<file path="config.mk">
export PLATFORM = sky130hd
export DESIGN_NAME = periodic_software_timer_table_unit
export DESIGN_NICKNAME = d
export VERILOG_FILES = /design/src/rtl/pstt_pkg.sv /design/src/rtl/pstt_slot_ram.sv /design/src/rtl/periodic_software_timer_table_unit.sv
export SDC_FILE = /design/constraint.sdc
export NUM_CORES = 2
export LEC_CHECK = 0
export BUFFER_PORTS_ARGS = -buffer_cell sky130_fd_sc_hd__buf_2
export CORE_MARGIN = 4
export CORE_UTILIZATION = 55
export CTS_BUF_LIST = sky130_fd_sc_hd__clkbuf_2 sky130_fd_sc_hd__clkbuf_4 sky130_fd_sc_hd__clkbuf_8
export DETAILED_ROUTE_END_ITERATION = 12
export MAX_ROUTING_LAYER = met4
export PLACE_DENSITY = 0.71
export SKIP_LAST_GASP = 1
export SYNTH_ARGS = -nofsm -noshare
export SYNTH_HDL_FRONTEND = slang
export SYNTH_SLANG_ARGS = --single-unit
export TNS_END_PERCENT = 10
</file>
<file path="constraint.sdc">
create_clock -name i_clk -period 10.6 [get_ports i_clk]
set_input_delay 0.53 -clock i_clk [delete_from_list [all_inputs] [get_ports i_clk]]
set_output_delay 0.53 -clock i_clk [all_outputs]
set_load 0.02 [all_outputs]
</file>
<file path="src/rtl/pstt_pkg.sv">
// ----------------------------------------------------------------------------
// pstt_pkg
// types and codes shared by the periodic software timer table
// ----------------------------------------------------------------------------
`default_nettype none

package pstt_pkg;

    localparam logic [1:0] CMD_START = 2'd0;
    localparam logic [1:0] CMD_STOP  = 2'd1;
    localparam logic [1:0] CMD_TICK  = 2'd2;
    localparam logic [1:0] CMD_CLEAR = 2'd3;

    localparam logic [1:0] ST_OK        = 2'd0;
    localparam logic [1:0] ST_NOT_FOUND = 2'd1;
    localparam logic [1:0] ST_NOT_INIT  = 2'd2;
    localparam logic [1:0] ST_FULL      = 2'd3;

    localparam logic KIND_STATUS = 1'b0;
    localparam logic KIND_FIRED  = 1'b1;

    typedef struct packed {
        logic [1:0]  command;
        logic [7:0]  task_id;
        logic [31:0] period;
    } t_in_item;

    typedef struct packed {
        logic        kind;
        logic [1:0]  status;
        logic [7:0]  fired_id;
        logic        last;
    } t_out_item;

    typedef struct packed {
        logic [7:0]  id;
        logic [31:0] period;
        logic [31:0] count;
    } t_slot;

endpackage

`default_nettype wire

</file>
<file path="src/rtl/pstt_slot_ram.sv">
// ----------------------------------------------------------------------------
// pstt_slot_ram
// slot table memory, one write and one registered read per cycle
// ----------------------------------------------------------------------------
`default_nettype none

module pstt_slot_ram import pstt_pkg::*; #(
    parameter int DEPTH = 16,
    parameter int AW    = 4
) (
    input  wire logic          i_clk,
    input  wire logic          i_rd_en,
    input  wire logic [AW-1:0] i_rd_addr,
    output t_slot              o_rd_data,
    input  wire logic          i_wr_en,
    input  wire logic [AW-1:0] i_wr_addr,
    input  wire t_slot         i_wr_data
);

    t_slot r_mem [DEPTH];
    t_slot r_rd_data;

    always_ff @(posedge i_clk) begin
        if (i_wr_en) begin
            r_mem[i_wr_addr] <= i_wr_data;
        end
    end

    always_ff @(posedge i_clk) begin
        if (i_rd_en) begin
            r_rd_data <= r_mem[i_rd_addr];
        end
    end

    assign o_rd_data = r_rd_data;

endmodule

`default_nettype wire

</file>
<file path="src/rtl/periodic_software_timer_table_unit.sv">
// ----------------------------------------------------------------------------
// periodic_software_timer_table_unit
// table of periodic timers kept in a slot memory, walked by read-modify-write
// ----------------------------------------------------------------------------
// start and clear load their status in S_RESP, which goes to the result register
// once the output is free; stop and tick walk the occupied slots one per cycle
// through the slot memory read port, tick stalling while a fired result is blocked
// one request at a time; the next is taken once the final status is loaded
// synchronous active-low reset empties the table and clears enable, no sweep
// ----------------------------------------------------------------------------
`default_nettype none

module periodic_software_timer_table_unit import pstt_pkg::*; #(
    parameter int SLOTS = 16
) (
    input  wire logic     i_clk,
    input  wire logic     i_rst_n,
    input  wire logic     i_in_valid,
    output logic          o_in_ready,
    input  wire t_in_item i_in_data,
    output logic          o_out_valid,
    input  wire logic     i_out_ready,
    output t_out_item     o_out_data,
    input  wire logic     i_cfg_valid,
    output logic          o_cfg_ready,
    input  wire logic     i_cfg_data
);

    localparam int IDX_W = (SLOTS > 1) ? $clog2(SLOTS) : 1;
    localparam int CNT_W = $clog2(SLOTS + 1);

    typedef enum logic [3:0] {
        S_IDLE = 4'b0001,
        S_STOP = 4'b0010,
        S_TICK = 4'b0100,
        S_RESP = 4'b1000
    } t_state;

    t_state           r_state, n_state;
    logic             r_enabled;
    logic [CNT_W-1:0] r_used, n_used;
    logic [SLOTS-1:0] r_active, n_active;
    logic [IDX_W-1:0] r_idx, n_idx;
    logic [7:0]       r_id, n_id;
    logic             r_found, n_found;
    logic [1:0]       r_status, n_status;
    logic             r_out_valid, n_out_valid;
    t_out_item        r_out, n_out;

    logic             rd_en;
    logic [IDX_W-1:0] rd_addr;
    t_slot            rd_data;
    logic             wr_en;
    logic [IDX_W-1:0] wr_addr;
    t_slot            wr_data;

    logic             out_free;
    logic             last_slot;
    logic [31:0]      cnt_inc;
    logic             tick_hit;
    logic             id_match;

    pstt_slot_ram #(
        .DEPTH (SLOTS),
        .AW    (IDX_W)
    ) u_slot_ram (
        .i_clk     (i_clk),
        .i_rd_en   (rd_en),
        .i_rd_addr (rd_addr),
        .o_rd_data (rd_data),
        .i_wr_en   (wr_en),
        .i_wr_addr (wr_addr),
        .i_wr_data (wr_data)
    );

    assign out_free  = !r_out_valid || i_out_ready;
    assign last_slot = (CNT_W'(r_idx) + CNT_W'(1)) == r_used;
    assign cnt_inc   = rd_data.count + 32'd1;
    assign tick_hit  = r_active[r_idx] && (cnt_inc == rd_data.period);
    assign id_match  = rd_data.id == r_id;

    always_comb begin
        n_state     = r_state;
        n_used      = r_used;
        n_active    = r_active;
        n_idx       = r_idx;
        n_id        = r_id;
        n_found     = r_found;
        n_status    = r_status;
        n_out       = r_out;
        n_out_valid = r_out_valid && !i_out_ready;
        rd_en       = 1'b0;
        rd_addr     = r_idx + IDX_W'(1);
        wr_en       = 1'b0;
        wr_addr     = r_idx;
        wr_data     = rd_data;

        unique case (r_state)
            S_IDLE: begin
                if (i_in_valid) begin
                    n_idx   = '0;
                    n_found = 1'b0;
                    n_id    = i_in_data.task_id;
                    n_state = S_RESP;
                    unique case (i_in_data.command)
                        CMD_STOP: begin
                            n_status = ST_NOT_FOUND;
                            if (r_used != '0) begin
                                rd_en   = 1'b1;
                                rd_addr = '0;
                                n_state = S_STOP;
                            end
                        end
                        CMD_START: begin
                            if (!r_enabled) begin
                                n_status = ST_NOT_INIT;
                            end else if (r_used == CNT_W'(SLOTS)) begin
                                n_status = ST_FULL;
                            end else begin
                                n_status              = ST_OK;
                                wr_en                 = 1'b1;
                                wr_addr               = r_used[IDX_W-1:0];
                                wr_data.id            = i_in_data.task_id;
                                wr_data.period        = i_in_data.period;
                                wr_data.count         = '0;
                                n_active[r_used[IDX_W-1:0]] = 1'b1;
                                n_used                = r_used + CNT_W'(1);
                            end
                        end
                        CMD_TICK: begin
                            if (!r_enabled) begin
                                n_status = ST_NOT_INIT;
                            end else begin
                                n_status = ST_OK;
                                if (r_used != '0) begin
                                    rd_en   = 1'b1;
                                    rd_addr = '0;
                                    n_state = S_TICK;
                                end
                            end
                        end
                        CMD_CLEAR: begin
                            if (!r_enabled) begin
                                n_status = ST_NOT_INIT;
                            end else begin
                                n_status = ST_OK;
                                n_used   = '0;
                                n_active = '0;
                            end
                        end
                    endcase
                end
            end
            S_STOP: begin
                if (id_match) begin
                    n_active[r_idx] = 1'b0;
                    n_found         = 1'b1;
                end
                if (last_slot) begin
                    n_status = (r_found || id_match) ? ST_OK : ST_NOT_FOUND;
                    n_state  = S_RESP;
                end else begin
                    rd_en = 1'b1;
                    n_idx = r_idx + IDX_W'(1);
                end
            end
            S_TICK: begin
                if (!tick_hit || out_free) begin
                    wr_en         = 1'b1;
                    wr_data.count = tick_hit ? 32'd0 : cnt_inc;
                    if (tick_hit) begin
                        n_out.kind     = KIND_FIRED;
                        n_out.status   = ST_OK;
                        n_out.fired_id = rd_data.id;
                        n_out.last     = 1'b0;
                        n_out_valid    = 1'b1;
                    end
                    if (last_slot) begin
                        n_state = S_RESP;
                    end else begin
                        rd_en = 1'b1;
                        n_idx = r_idx + IDX_W'(1);
                    end
                end
            end
            S_RESP: begin
                if (out_free) begin
                    n_out.kind     = KIND_STATUS;
                    n_out.status   = r_status;
                    n_out.fired_id = 8'd0;
                    n_out.last     = 1'b1;
                    n_out_valid    = 1'b1;
                    n_state        = S_IDLE;
                end
            end
        endcase
    end

    always_ff @(posedge i_clk) begin
        if (!i_rst_n) begin
            r_state     <= S_IDLE;
            r_enabled   <= 1'b0;
            r_used      <= '0;
            r_active    <= '0;
            r_out_valid <= 1'b0;
        end else begin
            r_state     <= n_state;
            r_used      <= n_used;
            r_active    <= n_active;
            r_out_valid <= n_out_valid;
            if (i_cfg_valid) begin
                r_enabled <= i_cfg_data;
            end
        end
    end

    always_ff @(posedge i_clk) begin
        r_idx    <= n_idx;
        r_id     <= n_id;
        r_found  <= n_found;
        r_status <= n_status;
        r_out    <= n_out;
    end

    assign o_in_ready  = r_state == S_IDLE;
    assign o_out_valid = r_out_valid;
    assign o_out_data  = r_out;
    assign o_cfg_ready = 1'b1;

    a_used_bound: assert property (@(posedge i_clk) disable iff (!i_rst_n)
        r_used <= CNT_W'(SLOTS))
        else $error("slot count beyond table size");

    a_active_occupied: assert property (@(posedge i_clk) disable iff (!i_rst_n)
        (r_active >> r_used) == '0)
        else $error("active slot outside occupied range");

    a_one_request: assert property (@(posedge i_clk) disable iff (!i_rst_n)
        (i_in_valid && o_in_ready) |=> !o_in_ready)
        else $error("request taken while previous one in progress");

    a_fired_form: assert property (@(posedge i_clk) disable iff (!i_rst_n)
        (r_out_valid && r_out.kind == KIND_FIRED) |-> (!r_out.last && r_out.status == ST_OK))
        else $error("fired result marked last or with status");

    a_last_status: assert property (@(posedge i_clk) disable iff (!i_rst_n)
        (r_out_valid && r_out.last) |-> (r_out.kind == KIND_STATUS && r_out.fired_id == 8'd0))
        else $error("final result is not a status");

endmodule

`default_nettype wire

</file>
; ---- Word level (Yosys, flattened, before mapping)
; Memories as Yosys holds them, arrays and structs flattened. A register that Yosys moved wholly into a read port is not among the register bits.
; Index checks and enable logic that the tools add are counted.
[classes]
add_sub_neg = 4
mul = 0
n_div = 0
magnitude_cmp = 4
n_eq_ne = 24
n_shift = 0
mux = 82
n_bitwise = 3
reduce_logical = 25
[op_table]
columns = cell, n
row1 = $mux 72, 4
row2 = $mux 16, 5
row3 = $mux 4, 19
row4 = $mux 32, 2
row5 = $pmux 16 s2, 2
row6 = $pmux 32 s2, 1
row7 = $mux 40, 1
row8 = $mux 12, 3
row9 = $add 32x1->32 const B, 1
row10 = $eq 32x32->1, 1
row11 = $pmux 12 s2, 1
row12 = $mux 1, 21
row13 = $ne 2x2->1 const B, 9
row14 = $and 16x16->16, 1
row15 = $not 16->16, 1
row16 = $or 16x16->16, 1
row17 = $pmux 4 s2, 2
row18 = $pmux 4 s4, 1
row19 = $mux 5, 3
row20 = $pmux 4 s3, 1
row21 = $reduce_and 3->1, 4
row22 = $lt 4x5->1 const B, 2
row23 = $mux 2, 5
row24 = $pmux 5 s2, 1
row25 = other kinds (33), 50
[word_totals]
regBits = 54
latch_bits = 0
ram_bits = 1152
mem_bits_ro = 0
input_bits = 48
elab_cells = 156
mem_count = 1
[memory_table]
columns = name, depth, word_bits, read_ports, rd_ports_with_merged_regs, write_ports, line
row1 = u_slot_ram.r_mem, 16, 72, 1, 1, 1, pstt_slot_ram.sv:20  ; t_slot r_mem [DEPTH];

; ---- Depth between registers and ports, before layout
[logic_depth]
word_depth = 10
depth_mapped = 15

; ---- Hierarchy
; A second synthesis with hierarchy kept.
[unflattened]
cells_unflattened = 2626
area_unflattened_um2 = 50977.6
[by_module_without_submodules]
columns = module, instances, cells_each, area_per_inst_um2, seq_area_each_um2
row1 = pstt_slot_ram, 1, 1850, 45270.9, 36755.3
row2 = periodic_software_timer_table_unit, 1, 776, 5706.7, 1351.3

; ---- Least setup slack after synthesis
; No wires, ideal clock.
[synth_path]
path_kind = register -> register
startpoint = register r_state[1]
endpoint = memory u_slot_ram.r_mem[10][0] (netlist bit) (enable)
setup_ps = 590
t_arrival_ps = 7713
t_required_ps = 10010
setup_slack_ps = 2297
stages_incl_launch_ff = 8
path_buffers = 2
cell_sequence = dfxtp_1 -> nor4b_1 -> nand2_1 -> nor3_1 -> clkbuf_1 -> clkbuf_1 -> a21oi_1 -> nor3_1
[synth_between]
elab_chain_cells = 4
elab_cells_between_ends = 6
[synth_lines]
columns = item, line
row1 = start: declaration, periodic_software_timer_table_unit.sv:39  ; t_state r_state, n_state;
row2 = start signal: assignment, periodic_software_timer_table_unit.sv:207  ; r_state <= n_state;
row3 = $eq 4x1->1 (*), n/a
row4 = via o_in_ready, periodic_software_timer_table_unit.sv:19  ; output logic o_in_ready,
row5 = $pmux 1 s2, periodic_software_timer_table_unit.sv:98  ; unique case (r_state)
row6 = $mux 1, pstt_slot_ram.sv:24  ; if (i_wr_en) begin
row7 = $mux 1 (not written as such), pstt_slot_ram.sv:25  ; r_mem[i_wr_addr] <= i_wr_data;
row8 = end: declaration, pstt_slot_ram.sv:20
; The timed path passes the listed nets; every way through them passes the cells marked *.

; ---- Worst setup path after layout
[layout_path]
startpoint = register r_idx[0]
endpoint = memory u_slot_ram.r_mem[10][35] (netlist bit) (enable)
[layout_between]
elab_chain_cells = 9
elab_cells_between_ends = 14
[layout_lines]
columns = item, line
row1 = start: declaration, periodic_software_timer_table_unit.sv:43  ; logic [IDX_W-1:0] r_idx, n_idx;
row2 = start signal: assignment, periodic_software_timer_table_unit.sv:218  ; r_idx <= n_idx;
row3 = $bmux 1 s4, periodic_software_timer_table_unit.sv:79  ; assign tick_hit = r_active[r_idx] && (cnt_inc == rd_data.period);
row4 = $mux 1 (not written as such), periodic_software_timer_table_unit.sv:79
row5 = $logic_and 1x1->1, periodic_software_timer_table_unit.sv:79
row6 = $logic_not 1->1, periodic_software_timer_table_unit.sv:168  ; if (!tick_hit || out_free) begin
row7 = $logic_or 1x1->1, periodic_software_timer_table_unit.sv:168
row8 = $mux 1, periodic_software_timer_table_unit.sv:168
row9 = $pmux 1 s2, periodic_software_timer_table_unit.sv:98
row10 = $mux 1, pstt_slot_ram.sv:24
row11 = $mux 1 (not written as such), pstt_slot_ram.sv:25
; Several ways; a longest one is shown, not always the timed one. The select of a mux whose other input is x is not followed.

==> key figures <==
Run status
  • Outcome: completed

Setup path
  • Worst path bufs/invs: 4
  • Arr. time, crit path: 6.68 ns
  • CP startpoint: r_idx[0]
  • Top cell family by delay on the critical path: buffers and inverters
  • Worst setup endpoint: u_slot_ram.r_mem[10][35]
  • Reg2Reg Setup Slack: 4.42 ns
  • Reg-to-reg startpoint: r_idx[0]
  • Endpoint type of the worst setup path: flip-flop
  • Crit path top cell by count: buf_4
  • Worst-path fanout max: 81
  • Largest stage delay on the critical path: 0.64 ns
  • Setup CP Type: flip-flop to flip-flop
  • Reg-to-reg endpoint: u_slot_ram.r_mem[10][35]
  • Critical path cell sequence: buf_4, mux4_2, mux2i_1, mux2i_1, o2111ai_1, or4bb_1, a2111o_1, nor4_4, or2_2, buf_4, nor3_2, buf_4, buf_4
  • Startpoint types: flip-flop
  • Critical-path top delay cell: buf_4
  • R2R depth: 13
  • WP data required: 11.10 ns
  • Stages on the worst setup path: 13

Pwr
  • Clk pwr share: 37.1%
  • Comb pwr share: 11.6%
  • LEAKAGE: 18.6 nW
  • VDD IR max: 110 uV
  • Switching Share: 24.6%
  • Sequential share of power: 51.4%
  • Power Density: 184 nW/um^2
  • NetSw: 2.66 mW
  • Internal power: 8.15 mW

Global route
  • Largest net degree at the start of global routing: 217
  • Vias in the first global route: 31336
  • Total grt overflow: 0
  • First-pass GRT wire length: 195000 um
  • Initial antenna violation count: 1
  • Global-route usage over all layers: 25.7%

Floorplan
  • Core Area: 96600 sq um
  • Num ports: 63
  • Starting Density: 55.4%
  • Die Span Y: 320 um
  • Die width: 320 um
  • Die area: 102000 sq um
  • Row Count: 114

Final layout
  • Layout cells sized above 1: 14.8%
  • Filler instances: 7081
  • NumNets Final: 3816
  • Area of the multi-input gates: 14300 sq um
  • Synth-to-Final Area Change: 10.0%
  • Storage cell area: 38100 sq um

Drt
  • 1st-iter DRT viols: 3585
  • DRT antenna net count: 0
  • DR vias: 32422
  • Drt pass-1 iters: 6
  • Routed WL per cell: 24.8 um
  • Drt drc: 0
  • Final wirelength: 128000 um
  • Vias/cell: 6.26

Synthesis
  • Synth Area in Compound Gates: 10.4%
  • Post-synth EDFFs: 1251
  • Predominant post-synthesis flop cell: edfxtp_1
  • Syn Nets: 3780
  • Synth cell types: 68
  • Post-synth top area share: 70.2%
  • Mapped Cells: 3718
  • Cell taking the most area after synthesis: edfxtp_1
  • Synth Cell Area: 53500 sq um
  • Post-synthesis sequential area ratio: 71.3%
  • Yosys warnings: 0
  • Most frequent cells after synthesis: edfxtp_1 (1251), nand2_1 (351), o21ai_0 (330)
  • Main combinational cell family by area after synthesis: simple AND/OR/NAND/NOR gates
  • Synth Area in Simple Gates: 10.5%
  • Seq cells post-synth: 1278
  • Mux cell area share after synthesis: 4.13%
  • Synth Area in XOR/XNOR: 1.02%
  • Avg Cell Area, Syn: 14.4 sq um
  • Area share of fa/ha/maj cells after synthesis: 0.328%
  • Most frequent cell after synthesis: edfxtp_1
  • Synth top area cells: edfxtp_1 (70%), or3_1 (3.5%), mux4_2 (3.2%), o21ai_0 (3.1%), nand2_1 (2.5%)
  • Ys async rst share: 0%

Clock network
  • Clock slew at reported path FFs: 0.06 ns
  • CTS H-tree lvls: 4
  • CTS max path bufs: 3
  • Clock sinks: 1278
  • CTS buffer count: 195
  • CTS Root Cell: clkbuf_8
  • CTS tree: done
  • Clk_lat worst skew: 0.89 ns
  • Setup bufs post-CTS: 0

STA
  • Worst rel slew slack: 13.9%
  • Slew Viols, Final: 0
  • Final worst slack: 4.42 ns
  • Fin crit share: 58.3%
  • Hold slack final: 0.118 ns
  • Fin Setup TNS: 0 ns
  • Final setup vio count: 0
  • Fmax: 162 MHz
  • Skew final: 0.0498 ns
  • RSZ-0062 raised after global routing: false
  • Final worst path period need: 6.18 ns
  • Worst-margin pin slew: 1.29 ns
  • Final Hold Violating Endpoints: 0

Placement
  • Dpl hpwl: 69600 um
  • Gpl congestion: 0.891
  • Port Buffers: 61
  • Place WS: 4.44 ns

Flow run
  • Max-cap violations: 0

Min path
  • Hold Crit Start: i_in_valid
  • Hold path depth: 3
  • Worst Hold Class: primary input to flip-flop
flip-flops by register name (all words and copies together) (netlist names):
name and flops:
r_enabled 1, r_active 16, o_out_valid 1, r_found 1, u_slot_ram.r_mem 1152, r_idx 4
r_state 4, r_status 2, r_id 8, r_used 5, u_slot_ram.o_rd_data 72, o_out_data 12
layout make-up:
type	count	area share, %
sequential	1278	64.8
multi-input combinational	2126	24.2
clock buffer	269	5.55
tap	1276	2.71
timing repair buffer	137	1.66
clock inverter	79	0.968
inverter	16	0.115
antenna	1	0.00425
repair_timing:
item / 4_1_cts / 5_1_grt
endpoints found under the hold margin: 9 / 0
gates resized for setup: 0 / 0
hold buffers: 10 / 0
cell usage in the layout, fill, tap and decap left out, types with 10 or more instances in the layout:
cell type and count:
nand3_1 18, inv_1 14, edfxtp_1 1251, mux4_2 76, a221o_1 22, nor3_2 14, nand2_1 351, a21oi_1 21
nor2_1 62, a31oi_1 165, nor2b_1 20, clkinv_2 11, nand4_1 27, ha_1 14, clkinv_1 48, nor4_1 10
mux2_2 39, clkbuf_4 70, buf_2 61, dfxtp_1 27, nor3_1 21, xnor2_1 43, o211ai_1 149, a211oi_1 149
dlygate4sd3_1 10, clkbuf_8 199, and3_1 31, xor2_1 19, o21ai_0 330, and2_1 155, or3_1 295, buf_4 60
power by group through the flow:
stage               logic, mW  registers [mW]  clock network, mW
floorplan               0.904            5.65                  0
global placement         1.23            5.66                  0
detailed placement       1.25            5.66                  0
CTS                      1.26            5.55               4.07
global route             1.37            5.55               4.31
finish                   1.25            5.55               4.00
cells by family (layout without fill, tap and decap cells):
| group | after synthesis | after routing |
|---|---|---|
| mux | 121 | 121 |
| compound gates | 874 | 874 |
| fa+ha+maj | 14 | 14 |
| simple gates | 1054 | 1054 |
| other cells | 1 | 2 |
| buf+inv | 314 | 501 |
| xor+xnor | 62 | 62 |
| flops | 1278 | 1278 |
per-layer routing:
layer / GRT usage, % / share of wire (%) / vias to the layer above
li1: - / - / 14590
met1: 35.2 / 42 / 16320
met2: 40.2 / 49 / 1317
met3: 4.45 / 7.3 / 195
met4: 7.55 / 2.3 / 0
met5: - / 0 / -
worst register-to-register path: stages, from the launching register on:
cell,delay [ns]
edfxtp_1,0.61
buf_4,0.64
mux4_2,0.36
mux2i_1,0.07
mux2i_1,0.55
o2111ai_1,0.18
or4bb_1,0.52
a2111o_1,0.42
nor4_4,0.60
or2_2,0.46
buf_4,0.41
nor3_2,0.11
buf_4,0.37
buf_4,0.48
through the flow:
step	instance area (sq um)	power (mW)	util, %	cells
3_3_place_gp	54900	6.88	56.9	4823
5_1_grt	58800	11.2	60.9	5182
4_1_cts	58800	10.9	60.9	5181
6_report	58800	10.8	60.9	5182
3_5_place_dp	54900	6.91	56.9	4823
2_1_floorplan	53500	6.55	-	3718
worst min-delay path by stage:
stage	end	slack [ns]
CTS	r_state[0]	0.04
finish	r_state[0]	0.12
detailed placement	r_active[1]	0.46
global placement	r_active[3]	0.45
global route	r_state[0]	0.12
floorplan	r_active[14]	0.43
No activity file was read; power rests on OpenSTA's default activity.
